===== src/design/rfc_pkg.sv =====
// Package for the response frame checker: request types, phase encoding
// and queue sizing. No dependencies.
package rfc_pkg;

    localparam logic [7:0] SYNC_ZERO   = 8'h00;
    localparam logic [7:0] SYNC_MARK   = 8'hFF;
    localparam logic [7:0] POSTAMBLE   = 8'h00;
    localparam int         QUEUE_DEPTH = 4;

    typedef enum logic [2:0] {
        PH_IDLE  = 3'd0,
        PH_SYNC2 = 3'd1,
        PH_SYNC3 = 3'd2,
        PH_LEN   = 3'd3,
        PH_LCS   = 3'd4,
        PH_DATA  = 3'd5,
        PH_DCS   = 3'd6,
        PH_POST  = 3'd7
    } phase_t;

    typedef enum logic {
        ST_OK  = 1'b0,
        ST_BAD = 1'b1
    } frame_status_t;

    typedef struct packed {
        logic [7:0] rx_byte;
        logic       frame_start;
        logic [5:0] payload_limit;
    } in_req_t;

    typedef struct packed {
        logic [7:0] payload_byte;
        logic       payload_valid;
        logic [5:0] payload_index;
        logic       frame_done;
        logic       frame_status;
        logic [5:0] frame_length;
    } out_req_t;

endpackage


===== src/design/rfc_front.sv =====
// Front end of the response frame checker: frame parser state machine that
// classifies each byte and builds its result request. Depends on rfc_pkg.
module rfc_front #(
    parameter int FRAME_BUFFER_BYTES = 64
) (
    input  logic             aclk,
    input  logic             aresetn,
    input  logic             in_fire,
    input  rfc_pkg::in_req_t in_req,
    output rfc_pkg::out_req_t res
);
    import rfc_pkg::*;

    localparam logic [8:0] BUF_LIMIT = 9'(FRAME_BUFFER_BYTES);

    phase_t     phase_reg, phase_next;
    logic [7:0] len_reg, len_next;
    logic [7:0] sum_reg, sum_next;
    logic [5:0] count_reg, count_next;
    logic [5:0] limit_reg, limit_next;

    logic [7:0] b;
    logic       lcs_bad;
    logic       data_last;

    assign b         = in_req.rx_byte;
    assign lcs_bad   = ((len_reg + b) != 8'd0)
                     || (({1'b0, len_reg} + 9'd2) > BUF_LIMIT)
                     || (len_reg > {2'b00, limit_reg});
    assign data_last = ({1'b0, count_reg} + 7'd1) >= {1'b0, len_reg[6:0]}
                     || len_reg[7];

    always_comb begin
        phase_next = phase_reg;
        len_next   = len_reg;
        sum_next   = sum_reg;
        count_next = count_reg;
        limit_next = limit_reg;
        if (in_req.frame_start) begin
            limit_next = in_req.payload_limit;
            len_next   = 8'd0;
            sum_next   = 8'd0;
            count_next = 6'd0;
            phase_next = (b != SYNC_ZERO) ? PH_IDLE : PH_SYNC2;
        end else begin
            unique case (phase_reg)
                PH_IDLE: begin
                end
                PH_SYNC2: begin
                    phase_next = (b != SYNC_ZERO) ? PH_IDLE : PH_SYNC3;
                end
                PH_SYNC3: begin
                    phase_next = (b != SYNC_MARK) ? PH_IDLE : PH_LEN;
                end
                PH_LEN: begin
                    len_next   = b;
                    phase_next = PH_LCS;
                end
                PH_LCS: begin
                    if (lcs_bad) begin
                        phase_next = PH_IDLE;
                    end else begin
                        sum_next   = 8'd0;
                        count_next = 6'd0;
                        phase_next = (len_reg == 8'd0) ? PH_DCS : PH_DATA;
                    end
                end
                PH_DATA: begin
                    sum_next = sum_reg + b;
                    if (data_last) begin
                        phase_next = PH_DCS;
                    end else begin
                        count_next = count_reg + 6'd1;
                    end
                end
                PH_DCS: begin
                    phase_next = ((sum_reg + b) != 8'd0) ? PH_IDLE : PH_POST;
                end
                PH_POST: begin
                    phase_next = PH_IDLE;
                end
                default: begin
                    phase_next = PH_IDLE;
                end
            endcase
        end
    end

    always_comb begin
        res = '0;
        if (in_req.frame_start) begin
            if (b != SYNC_ZERO) begin
                res.frame_done   = 1'b1;
                res.frame_status = ST_BAD;
            end
        end else begin
            unique case (phase_reg)
                PH_IDLE, PH_LEN: begin
                end
                PH_SYNC2: begin
                    res.frame_done   = (b != SYNC_ZERO);
                    res.frame_status = (b != SYNC_ZERO);
                end
                PH_SYNC3: begin
                    res.frame_done   = (b != SYNC_MARK);
                    res.frame_status = (b != SYNC_MARK);
                end
                PH_LCS: begin
                    res.frame_done   = lcs_bad;
                    res.frame_status = lcs_bad;
                end
                PH_DATA: begin
                    res.payload_byte  = b;
                    res.payload_valid = 1'b1;
                    res.payload_index = count_reg;
                end
                PH_DCS: begin
                    res.frame_done   = ((sum_reg + b) != 8'd0);
                    res.frame_status = ((sum_reg + b) != 8'd0);
                end
                PH_POST: begin
                    res.frame_done   = 1'b1;
                    res.frame_status = (b != POSTAMBLE);
                    res.frame_length = (b != POSTAMBLE) ? 6'd0 : len_reg[5:0];
                end
                default: begin
                end
            endcase
        end
    end

    always_ff @(posedge aclk) begin
        if (!aresetn) begin
            phase_reg <= PH_IDLE;
            len_reg   <= 8'd0;
            sum_reg   <= 8'd0;
            count_reg <= 6'd0;
            limit_reg <= 6'd0;
        end else if (in_fire) begin
            phase_reg <= phase_next;
            len_reg   <= len_next;
            sum_reg   <= sum_next;
            count_reg <= count_next;
            limit_reg <= limit_next;
        end
    end

    a_done_goes_idle: assert property (@(posedge aclk) disable iff (!aresetn)
        in_fire && res.frame_done |=> phase_reg == PH_IDLE)
        else $error("phase not idle after frame_done");

    a_payload_in_data: assert property (@(posedge aclk) disable iff (!aresetn)
        in_fire && res.payload_valid |-> phase_reg == PH_DATA && !in_req.frame_start)
        else $error("payload request outside data phase");

    a_status_with_done: assert property (@(posedge aclk) disable iff (!aresetn)
        res.frame_status |-> res.frame_done && !res.payload_valid)
        else $error("bad status without frame_done");

    a_data_count_bound: assert property (@(posedge aclk) disable iff (!aresetn)
        phase_reg == PH_DATA |-> {2'b00, count_reg} < len_reg)
        else $error("payload index past declared length");

endmodule


===== src/design/rfc_queue.sv =====
// Short result queue between the parser front end and the output stage.
// Depends on rfc_pkg.
module rfc_queue (
    input  logic              aclk,
    input  logic              aresetn,
    input  logic              push,
    input  rfc_pkg::out_req_t push_req,
    output logic              full,
    input  logic              pop,
    output logic              not_empty,
    output rfc_pkg::out_req_t head_req
);
    import rfc_pkg::*;

    localparam int PW = $clog2(QUEUE_DEPTH);
    localparam logic [PW:0] DEPTH_C = (PW + 1)'(QUEUE_DEPTH);

    out_req_t      entry_reg [QUEUE_DEPTH];
    logic [PW-1:0] wr_ptr_reg, wr_ptr_next;
    logic [PW-1:0] rd_ptr_reg, rd_ptr_next;
    logic [PW:0]   count_reg, count_next;
    logic          do_push, do_pop;

    assign full      = (count_reg == DEPTH_C);
    assign not_empty = (count_reg != '0);
    assign do_push   = push && !full;
    assign do_pop    = pop && not_empty;
    assign head_req  = entry_reg[rd_ptr_reg];

    always_comb begin
        wr_ptr_next = do_push ? wr_ptr_reg + PW'(1) : wr_ptr_reg;
        rd_ptr_next = do_pop ? rd_ptr_reg + PW'(1) : rd_ptr_reg;
        count_next  = count_reg;
        if (do_push && !do_pop) begin
            count_next = count_reg + (PW + 1)'(1);
        end else if (do_pop && !do_push) begin
            count_next = count_reg - (PW + 1)'(1);
        end
    end

    always_ff @(posedge aclk) begin
        if (do_push) begin
            entry_reg[wr_ptr_reg] <= push_req;
        end
    end

    always_ff @(posedge aclk) begin
        if (!aresetn) begin
            wr_ptr_reg <= '0;
            rd_ptr_reg <= '0;
            count_reg  <= '0;
        end else begin
            wr_ptr_reg <= wr_ptr_next;
            rd_ptr_reg <= rd_ptr_next;
            count_reg  <= count_next;
        end
    end

    a_count_bound: assert property (@(posedge aclk) disable iff (!aresetn)
        count_reg <= DEPTH_C)
        else $error("queue count overflow");

    a_ptr_gap: assert property (@(posedge aclk) disable iff (!aresetn)
        (wr_ptr_reg - rd_ptr_reg) == count_reg[PW-1:0])
        else $error("queue pointers disagree with count");

    a_push_grows: assert property (@(posedge aclk) disable iff (!aresetn)
        do_push && !do_pop |=> count_reg == $past(count_reg) + (PW + 1)'(1))
        else $error("push lost");

endmodule


===== src/design/response_frame_checker_core.sv =====
// Top level of the response frame checker: parser front end, result queue
// and registered output stage. Depends on rfc_pkg, rfc_front, rfc_queue.
//
//  channel | ports                     | moves
//  input   | s_valid s_ready s_data    | one frame byte per request
//  result  | m_valid m_ready m_data    | one result per accepted byte
//
// One byte per cycle while s_ready is high; each result is queued, then
// registered. The parser state machine handles each byte in the cycle it
// is accepted. A 4-entry queue plus the output register absorb result
// stalls; s_ready drops only when the queue is full.
// Reset (aresetn low, synchronous) empties the queue and idles the parser.
module response_frame_checker_core #(
    parameter int FRAME_BUFFER_BYTES = 64
) (
    input  logic              aclk,
    input  logic              aresetn,
    input  logic              s_valid,
    output logic              s_ready,
    input  rfc_pkg::in_req_t  s_data,
    output logic              m_valid,
    input  logic              m_ready,
    output rfc_pkg::out_req_t m_data
);
    import rfc_pkg::*;

    out_req_t front_res;
    out_req_t head_req;
    logic     q_full, q_not_empty, q_pop, in_fire;
    logic     m_valid_reg, m_valid_next;
    out_req_t m_data_reg;

    assign s_ready = !q_full;
    assign in_fire = s_valid && s_ready;

    rfc_front #(
        .FRAME_BUFFER_BYTES(FRAME_BUFFER_BYTES)
    ) u_front (
        .aclk    (aclk),
        .aresetn (aresetn),
        .in_fire (in_fire),
        .in_req  (s_data),
        .res     (front_res)
    );

    rfc_queue u_queue (
        .aclk      (aclk),
        .aresetn   (aresetn),
        .push      (in_fire),
        .push_req  (front_res),
        .full      (q_full),
        .pop       (q_pop),
        .not_empty (q_not_empty),
        .head_req  (head_req)
    );

    assign q_pop        = q_not_empty && (!m_valid_reg || m_ready);
    assign m_valid_next = q_pop || (m_valid_reg && !m_ready);

    always_ff @(posedge aclk) begin
        if (!aresetn) begin
            m_valid_reg <= 1'b0;
        end else begin
            m_valid_reg <= m_valid_next;
        end
    end

    always_ff @(posedge aclk) begin
        if (q_pop) begin
            m_data_reg <= head_req;
        end
    end

    assign m_valid = m_valid_reg;
    assign m_data  = m_data_reg;

    a_pop_only_when_free: assert property (@(posedge aclk) disable iff (!aresetn)
        q_pop |-> !m_valid_reg || m_ready)
        else $error("output register overwritten");

    a_full_blocks_input: assert property (@(posedge aclk) disable iff (!aresetn)
        q_full |-> !s_ready)
        else $error("input taken while queue full");

    a_out_from_queue: assert property (@(posedge aclk) disable iff (!aresetn)
        $rose(m_valid_reg) |-> $past(q_not_empty))
        else $error("result shown without queued request");

endmodule

===== config.mk =====
export PLATFORM = sky130hd
export DESIGN_NAME = response_frame_checker_core
export DESIGN_NICKNAME = d
export VERILOG_FILES = /design/src/design/rfc_pkg.sv /design/src/design/rfc_front.sv /design/src/design/rfc_queue.sv /design/src/design/response_frame_checker_core.sv
export SDC_FILE = /design/constraint.sdc
export NUM_CORES = 1
export LEC_CHECK = 0
export BUFFER_PORTS_ARGS = -buffer_cell sky130_fd_sc_hd__buf_2
export CAP_MARGIN = 10
export CORE_MARGIN = 2
export CORE_UTILIZATION = 60
export CTS_CLUSTER_SIZE = 25
export DETAILED_ROUTE_END_ITERATION = 6
export HOLD_SLACK_MARGIN = 0.02
export PLACE_DENSITY = 0.79
export SYNTH_ARGS = -nofsm -noshare
export SYNTH_HDL_FRONTEND = slang
export SYNTH_HIERARCHICAL = 1
export SYNTH_SLANG_ARGS = --single-unit

===== constraint.sdc =====
create_clock -name aclk -period 7.79 [get_ports aclk]
set_input_delay 0.3895 -clock aclk [delete_from_list [all_inputs] [get_ports aclk]]
set_output_delay 0.3895 -clock aclk [all_outputs]
set_load 0.01 [all_outputs]

=== Yosys cells after proc, flatten, opt, wreduce, memory -nomap -nowiden ===
Memories as Yosys holds them, arrays and structs flattened. A register that Yosys moved wholly into a read port is not among the register bits.
Index checks and enable logic that the tools add are counted.

* Output and inout bits: 25
* Input bits: 19
* Bits in latches: 0
* Memories kept: 1
* Logic and storage cells: 95
* Bits in writable memories: 92
* ROM bits: 0
* Register bits: 39

* Reductions and logical operators: 31
* Shift-type cells: 0
* Order comparisons: 3
* Equal/unequal tests: 12
* Bitwise gates (word level): 0
* $mul: 0
* Div/mod/pow operators: 0
* Add/subtract/negate cells: 9
* Muxes and demuxes: 30

{| class="wikitable"
|+ Memory list
! name !! depth !! bits a word !! read ports !! clocked after Yosys merged registers in !! write ports !! line !! source
|-
| u_queue.entry_reg || 4 || 23 || 1 || 1 || 1 || rfc_queue.sv:18 || <nowiki>out_req_t entry_reg [QUEUE_DEPTH];</nowiki>
|}

{| class="wikitable"
|+ Operators by type and width
! cell !! number
|-
| 2-to-1 mux 6 bit || 6
|-
| 2-to-1 mux 8 bit || 4
|-
| nonzero test 8 bit || 4
|-
| 2-to-1 mux 15 bit || 2
|-
| case mux 3 bit (7 select lines) || 1
|-
| 2-to-1 mux 3 bit || 6
|-
| adder 8 bit || 2
|-
| case mux 8 bit (2 select lines) || 1
|-
| equality test 3 bit (second input constant) || 5
|-
| case mux 6 bit (2 select lines) || 1
|-
| 2-to-1 mux 2 bit || 5
|-
| case mux 2 bit (5 select lines) || 1
|-
| adder 8 x 2 -> 9 bit (second input constant) || 1
|-
| > comparator 9 x 7 -> 1 bit (second input constant) || 1
|-
| >= comparator 8 x 7 -> 1 bit || 1
|-
| > comparator 8 x 6 -> 1 bit || 1
|-
| logical NOT 8 bit || 1
|-
| != test 8 bit (second input constant) || 1
|-
| adder 6 x 1 -> 7 bit (second input constant) || 1
|-
| logical AND 1 bit || 7
|-
| adder 6 x 1 -> 6 bit (second input constant) || 1
|-
| equality test 3 x 2 -> 1 bit (second input constant) || 2
|-
| != test 3 bit (second input constant) || 2
|-
| AND reduction 3 bit || 2
|-
| 12 further kinds || 26
|}

=== Logic depth before layout (Yosys ltp) ===
Gate-level depths: netlist of run 1.

* Depth after elaboration: 8
* Gate-level depth with buffers: 11
* Gate-level depth less buffers: 11

=== Modules after synthesis ===
The synthesis of run 1 kept the hierarchy.

{| class="wikitable"
|+ By module, submodules not included
! module !! area an instance (um2) !! sequential area each (um2) !! instances !! cells an instance
|-
| rfc_queue || 3832.4 || 2942.8 || 1 || 168
|-
| rfc_front || 2813.9 || 620.6 || 1 || 366
|-
| response_frame_checker_core || 748.2 || 710.7 || 1 || 29
|}

=== Worst setup path before layout of run 1 ===
No wires, ideal clock.

* Path type: reg2reg
* Start: register u_queue.count_reg[0]
* End: register u_queue.count_reg[2]
* Arrival: 2984 ps
* Period minus slack after synthesis: 3054 ps
* Data required time: 7720 ps
* Buffers on the path: 0
* Slack: 4736 ps
* Cell stages (with the launch flop): 10
* Library setup time: 70 ps
* Cell sequence: dfxtp_1 -> or3_1 -> nor2b_1 -> o31ai_2 -> ha_1 -> inv_1 -> fa_1 -> xor2_1 -> or3_1 -> a21boi_1

* Elaborated cells on any way between the ends: 16
* Classes of those cells: add/sub: 2; eq/ne: 1; mux: 2; reduce/logical: 11

{| class="wikitable"
|+ RTL lines
! element !! line !! source
|-
| start, declared || rfc_queue.sv:21 || <nowiki>logic [PW:0] count_reg, count_next;</nowiki>
|-
| start signal, assigned || rfc_queue.sv:55 || <nowiki>count_reg <= count_next;</nowiki>
|-
| nonzero test 3 bit * || rfc_queue.sv:25 || <nowiki>assign not_empty = (count_reg != '0);</nowiki>
|-
| named net q_not_empty || response_frame_checker_core.sv:29 || <nowiki>logic q_full, q_not_empty, q_pop, in_fire;</nowiki>
|-
| logical AND 1 bit * || response_frame_checker_core.sv:57 || <nowiki>assign q_pop = q_not_empty && (!m_valid_reg || m_ready);</nowiki>
|-
| named net q_pop || response_frame_checker_core.sv:29 ||
|-
| logical AND 1 bit * || rfc_queue.sv:27 || <nowiki>assign do_pop = pop && not_empty;</nowiki>
|-
| logical NOT 1 bit || rfc_queue.sv:34 || <nowiki>if (do_push && !do_pop) begin</nowiki>
|-
| logical AND 1 bit || rfc_queue.sv:34 ||
|-
| 2-to-1 mux 3 bit / nonzero test 2 bit (equally long branches) || -- ||
|}

The timed path passes the listed nets; every way through them passes the cells marked *. The select of a mux whose other input is x is not followed.
A chain may end at the register's enable or synchronous reset.

=== Final worst setup path of run 1 ===
* Start: register u_front.len_reg[0]
* End: register u_front.count_reg[4]

* Cells in the longest elaborated chain, start to end: 6
* Elaborated cells on any way between the ends: 12
* Classes of those cells: add/sub: 2; order compare: 3; eq/ne: 2; reduce/logical: 5

{| class="wikitable"
|+ Ends and longest elaborated chain
! element !! line !! source
|-
| start, declared || rfc_front.sv:17 || <nowiki>logic [7:0] len_reg, len_next;</nowiki>
|-
| start signal, assigned || rfc_front.sv:141 || <nowiki>len_reg <= len_next;</nowiki>
|-
| adder 8 x 2 -> 9 bit / adder 8 bit (equally long branches) || rfc_front.sv:28, rfc_front.sv:27 ||
|-
| > comparator 9 x 7 -> 1 bit / nonzero test 8 bit (equally long branches) || rfc_front.sv:28, rfc_front.sv:27 ||
|-
| logical OR 1 bit || rfc_front.sv:28 || <nowiki>|| (({1'b0, len_reg} + 9'd2) > BUF_LIMIT)</nowiki>
|-
| logical OR 1 bit || rfc_front.sv:29 || <nowiki>|| (len_reg > {2'b00, limit_reg});</nowiki>
|-
| != test 3 bit (no source line) || -- ||
|-
| AND reduction 4 bit (no source line) * || -- ||
|-
| end signal, assigned || rfc_front.sv:143 || <nowiki>count_reg <= count_next;</nowiki>
|-
| end, declared || rfc_front.sv:19 || <nowiki>logic [5:0] count_reg, count_next;</nowiki>
|}

Every way passes the cells marked *; elsewhere a longest branch is shown, timed or not.

==> results.cfg, run 1 <==
[detailed_routing]
wl_mm = 14.8
wl_met2_mm = 7.45
num_vias = 4817
wl_met3_um = 804
post_drt_wl_per_cell_um = 19.3
top_layer = met4
route.antenna.remaining_nets = 0
via_per_inst = 6.28
remaining_drc_errors = 0
firstDrtPassIters = 5
drt_iter0_drc = 400
wl_met1_mm = 6.29

[clocking]
cts_tree = yes
root_buffer = clkbuf_16
clk_path_buf_depth = 2
cts_buffers = 17
clk_pin_slew_ps = 60
cts_resized = 0
clock_latency_ps = 420
htree_levels = 4
cts.sinks = 156
ctsHoldBuffers = 0
postCtsSetupRepairBufs = 0

[flow_run]
maxCapViolCount = 0

[yosys]
ys.warnings.count = 6
yosys.area_share.simple_pct = 12.5
synth_xor_area_share_pct = 1.78
avgSynthCellArea_sq_um = 13.1
syn_area_sq_um = 7390
synth_nets = 619
synth_top_family_by_area = simple AND/OR/NAND/NOR gates
async_flop_share_pct = 0
synth_ff_type = edfxtp_1
synth_edf_count = 115
synth_compound_area_share_pct = 10.5
synth-adder-area-share_pct = 6.57
synth_cell_types = 70
muxShareOfSynthArea_pct = 7.70
syn_inst = 563
yosysSeqAreaShare_pct = 57.8
synth-seq-cells = 156

[finish]
register_area_sq_um = 4270
largest_reg_flops = 92
final_common_cell = edfxtp_1
mostFrequentLayoutCells = 115 x edfxtp_1, 43 x buf_2, 41 x dfxtp_1
num-nets-final = 665
layout-drive-gt1-share_pct = 18.9
stdcell_area_sq_um = 8250
final_util_pct = 68.7
fillCellCount = 823
area_growth_pct = 11.6
instances_no_fill = 767
multi_input_area_sq_um = 2880
diodes = 0

[place]
place_area_sq_um = 7700
dp.cells = 737
dpl.hpwl_mm = 9.73
port_buffers = 43
gp_congestion = 0.954
pre_cts_slack_ps = 4650

[worst_hold_path]
holdCritPathClass = input pin to flip-flop
hp-start = s_data[1]

[global_route]
gr-total-overflow = 0
grt_start_max_net_pins = 26
grt_pass1_wl_mm = 23.9
antenna_found_initial = 0
grt_usage_pct = 23.9
grt_pass1_vias = 4741

[die]
initial_utilization_pct = 61.6
core_sq_um = 12000
chipWidth_um = 115
ioPinCount = 44
die_y_um = 115
design.die.area_sq_um = 13200
num_rows = 40

[setup_path]
endpoint_kind = flip-flop
start_kind = flip-flop
crit_required_ps = 8060
cp.arrival_ps = 3370
critical_path.startpoint = u_front/len_reg[0]
r2r-start = u_front/len_reg[0]
worst-path-max-fanout = 11
r2r_slack_ps = 4690
critical_path_class = flip-flop to flip-flop

[pwr]
p_clk_share_pct = 32.8
cellLeakagePower_nw = 3.00
pwr-share-seq_pct = 47.0
combPwrFrac_pct = 20.2
p_sw_uw = 629
ir_drop_uv = 156
power_mw = 2.38
swShare_pct = 26.5
p_per_area_nw_per_um2 = 288
p_int_mw = 1.75

[sta]
fin_crit_sh_pct = 39.8
fin_crit_ps = 3100
tns_ps = 0
fin_hold_ws_ps = 208
slew_violations = 0
rsz0062_at_grt = false
worst_pin_slew_ps = 1150
setup_ws_ps = 4690
final-hold-violation-count = 0
setup_viol = 0
slew_headroom_pct = 23.0
skew_ps = 7.07
max_freq_ghz = 0.323

[run_status]
status = completed
[critical path: stages (launching register included)]
cell      delay (ps)
dfxtp_1          460
ha_1             260
fa_1             440
nor4_1           270
nand4_1          180
nor4_4           350
nand4_2          410
a22oi_2          420
a311oi_1         150
[metal layers]
layer | track usage, % | up-vias
met3 | 5.11 | 19
li1 | - | 2253
met5 | 0 | -
met2 | 40.4 | 178
met4 | 9.48 | 0
met1 | 30.4 | 2367
[power groups by stage]
| stage | clock (mW) | combinational (mW) | sequential [mW] |
|---|---|---|---|
| 3_5_place_dp | 0 | 0.486 | 1.13 |
| 4_1_cts | 0.793 | 0.490 | 1.12 |
| 3_3_place_gp | 0 | 0.477 | 1.13 |
| 2_1_floorplan | 0 | 0.333 | 1.16 |
| 5_1_grt | 0.824 | 0.531 | 1.13 |
| 6_report | 0.779 | 0.480 | 1.12 |
[worst paths after layout]
| path | to | cells past startpoint |
|---|---|---|
| hold / removal | u_front/limit_reg[1] | 3 |
| hold reg to reg | u_front/limit_reg[2] | 2 |
| setup / recovery | u_front/count_reg[4] | 8 |
| setup reg to reg | u_front/count_reg[4] | 8 |
[layout make-up]
cell class	count	share of cell area (%)
Sequential cell	156	51.8
Clock inverter	12	1.50
Inverter	26	1.18
Timing Repair Buffer	49	3.15
Multi-Input combinational cell	359	34.9
Tap cell	147	2.23
Clock buffer	18	5.20
[cell usage after synthesis, types with 5 or more instances]
master    instances  area share [%]
clkbuf_1         12            0.61
nor3_1            6            0.41
xnor2_1           8            0.95
nand3_1          19             1.3
dfxtp_1          41              11
nand4_1           6            0.51
mux4_2           23             7.0
o21a_1            6            0.61
nor4_1           16             1.4
a21oi_1          29             2.0
nand2_1          38             1.9
a22oi_1           9            0.91
inv_1            25             1.3
and3_1            5            0.42
edfxtp_1        115              47
and2_1           22             1.9
nor2_1           25             1.3
ha_1             34             5.8
xor2_1            7            0.83
o21ai_0          12            0.81
nor2b_1           8            0.68
o211ai_1          8            0.81
nand2b_1          8            0.68
[kinds of logic after synthesis]
| family | count (synthesis) |
|---|---|
| and+or+nand+nor | 170 |
| AOI/OAI and AO/OA | 109 |
| xor gates and xnor gates | 15 |
| adders and majority gates | 37 |
| DFF | 156 |
| muxes | 28 |
| buffers and inverters | 48 |
(Power assumes the default switching activity.)
==> run 2: changes to the inputs <==
==> constraint.sdc (replaced) <==
create_clock -name aclk -period 3.05 [get_ports aclk]
set_input_delay 0.1525 -clock aclk [delete_from_list [all_inputs] [get_ports aclk]]
set_output_delay 0.1525 -clock aclk [all_outputs]
set_load 0.01 [all_outputs]
==> run 2 against run 1 <==
  * Combinational power increased to 2.7 times the previous value
  * Via count increased by 0.42%
  * Clock skew is 7.1 ps higher
==> results.cfg, run 2 (synthesized netlist as in run 1, its figures left out) <==
[sta]
fin_crit_ps = 2840
fin_crit_sh_pct = 93.0
final-hold-violation-count = 0
slew_headroom_pct = 33.3
skew_ps = 14.2
worst_pin_slew_ps = 994
setup_viol = 0
rsz0062_at_grt = false
max_freq_ghz = 0.353
slew_violations = 0
tns_ps = 0
setup_ws_ps = 213

[setup_path]
reg2reg_to = u_front/count_reg[2]
critical_path.startpoint = u_front/count_reg[1]
crit_required_ps = 3370
critical_path_class = flip-flop to flip-flop
r2r-start = u_front/count_reg[1]
worst-path-max-fanout = 6
reg2reg_depth = 12
start_kind = flip-flop
endpoint_kind = flip-flop
r2r_slack_ps = 210
cp.arrival_ps = 3150

[pwr]
cellLeakagePower_nw = 3.11
combPwrFrac_pct = 20.6
p_per_area_nw_per_um2 = 736
p_int_mw = 4.58
swShare_pct = 26.4
p_sw_mw = 1.64
pwr-share-seq_pct = 45.4
ir_drop_uv = 456
p_clk_share_pct = 33.9

[detailed_routing]
remaining_drc_errors = 0
firstDrtPassIters = 5
via_per_inst = 6.15
route.antenna.remaining_nets = 0
num_vias = 4837
drt_iter0_drc = 288
post_drt_wl_per_cell_um = 19.4
wl_mm = 15.2

[clocking]
cts.sinks = 156
clk_pin_slew_ps = 60
clk_path_buf_depth = 2
htree_levels = 4
cts_buffers = 17
root_buffer = clkbuf_16
clock_latency_ps = 430
cts_tree = yes

[worst_hold_path]
hp-start = m_ready
holdCritPathClass = input pin to flip-flop
whs_path_depth = 3
hold_path_end = m_valid

[die]
num_rows = 40
ioPinCount = 44
design.die.area_sq_um = 13200
chipWidth_um = 115
die_y_um = 115
initial_utilization_pct = 61.6
core_sq_um = 12000

[finish]
final_common_cell = edfxtp_1
layout-drive-gt1-share_pct = 20.6
num-nets-final = 683
diodes = 0
area_growth_pct = 14.3
largest_reg_flops = 92
mostFrequentLayoutCells = 115 x edfxtp_1, 43 x buf_2, 40 x dfxtp_1
fillCellCount = 849
final_util_pct = 70.4

[flow_run]
maxCapViolCount = 0

[global_route]
grt-busiest-layer = met2
grt_pass1_vias = 4903
met3_usage_pct = 6.06
use_met1_pct = 32.9
gr-total-overflow = 0
grt_start_max_net_pins = 26
grt_usage_pct = 25.3
grt_pass1_wl_mm = 25.3
antenna_found_initial = 0
groute.layer.met2.usage_pct = 42.2

[place]
gp_congestion = 0.943
dpl.hpwl_mm = 10.1
pre_cts_slack_ps = 73.0
port_buffers = 43

[run_status]
status = completed
## run 2: cell count changes in the layout (fill, tap and decap cells not counted), moves of 2 or more
cell           before  now
clkinvlp_4          3    1
buf_4               6   18
dlygate4sd3_1       0    6
inv_6               1    3
clkinv_2            4    2
clkinv_4            1    3
## run 2: metrics by stage
| step | hold WS [ps] | area [sq um] | total power, mW | cells |
|---|---|---|---|---|
| 6_report | 70.0 | 8450 | 6.22 | 787 |
| 3_3_place_gp | 396 | 7770 | 4.12 | 747 |
| 5_1_grt | 73.9 | 8450 | 6.51 | 787 |
| 4_1_cts | 57.4 | 8430 | 6.27 | 785 |
| 2_1_floorplan | 270 | 7400 | 3.80 | 563 |
| 3_5_place_dp | 404 | 7770 | 4.16 | 747 |
## run 2: power groups by stage
stage               logic, mW  registers (mW)  clock network (mW)
floorplan               0.853            2.95                   0
global placement         1.26            2.85                   0
detailed placement       1.29            2.87                   0
CTS                      1.30            2.83                2.14
global route             1.42            2.87                2.23
finish                   1.28            2.83                2.11
## run 2: area by class of cell
cell class,instances,area (sq um),area share (%)
Tap cell,147,184,2.18
Clock buffer,19,433,5.12
Inverter,26,97.6,1.15
Multi-Input combinational cell,359,2890,34.2
Timing Repair Buffer,67,410,4.86
Sequential cell,156,4280,50.6
Clock inverter,13,164,1.94
## run 2: worst max-delay path: stages (launching register included)
cell and delay, ps:
dfxtp_1 390, ha_2 250, nand3_1 120, xnor2_1 150
ha_1 290, a21oi_1 140, nor2_1 60, a2111oi_1 300
o21ai_1 120, buf_4 180, or3_1 340, o21a_1 180
a221oi_1 210
## run 2: what timing repair did
| action | in CTS | in global routing |
|---|---|---|
| endpoints found under the hold margin | 6 | 0 |
| resized for setup | 0 | 3 |
| setup endpoints to repair | 0 | 6 |
| hold buffers | 6 | 0 |
| setup buffers | 0 | 2 |
## run 2: worst max path at each step
stage               slack (ps)                   end
floorplan                  390  u_front/count_reg[2]
global placement            90  u_front/count_reg[2]
detailed placement          70  u_front/count_reg[2]
CTS                         50  u_front/count_reg[2]
global route                20  u_front/count_reg[2]
finish                     210  u_front/count_reg[2]
## run 2: per-layer routing
layer  wire length, um  part of all wire [%]  vias to the layer above
met4               255                   1.7                        0
met3               729                   4.8                       22
met1              6620                    43                     2364
li1                  -                     -                     2300
met2              7640                    50                      151
met5                 0                     0                        -
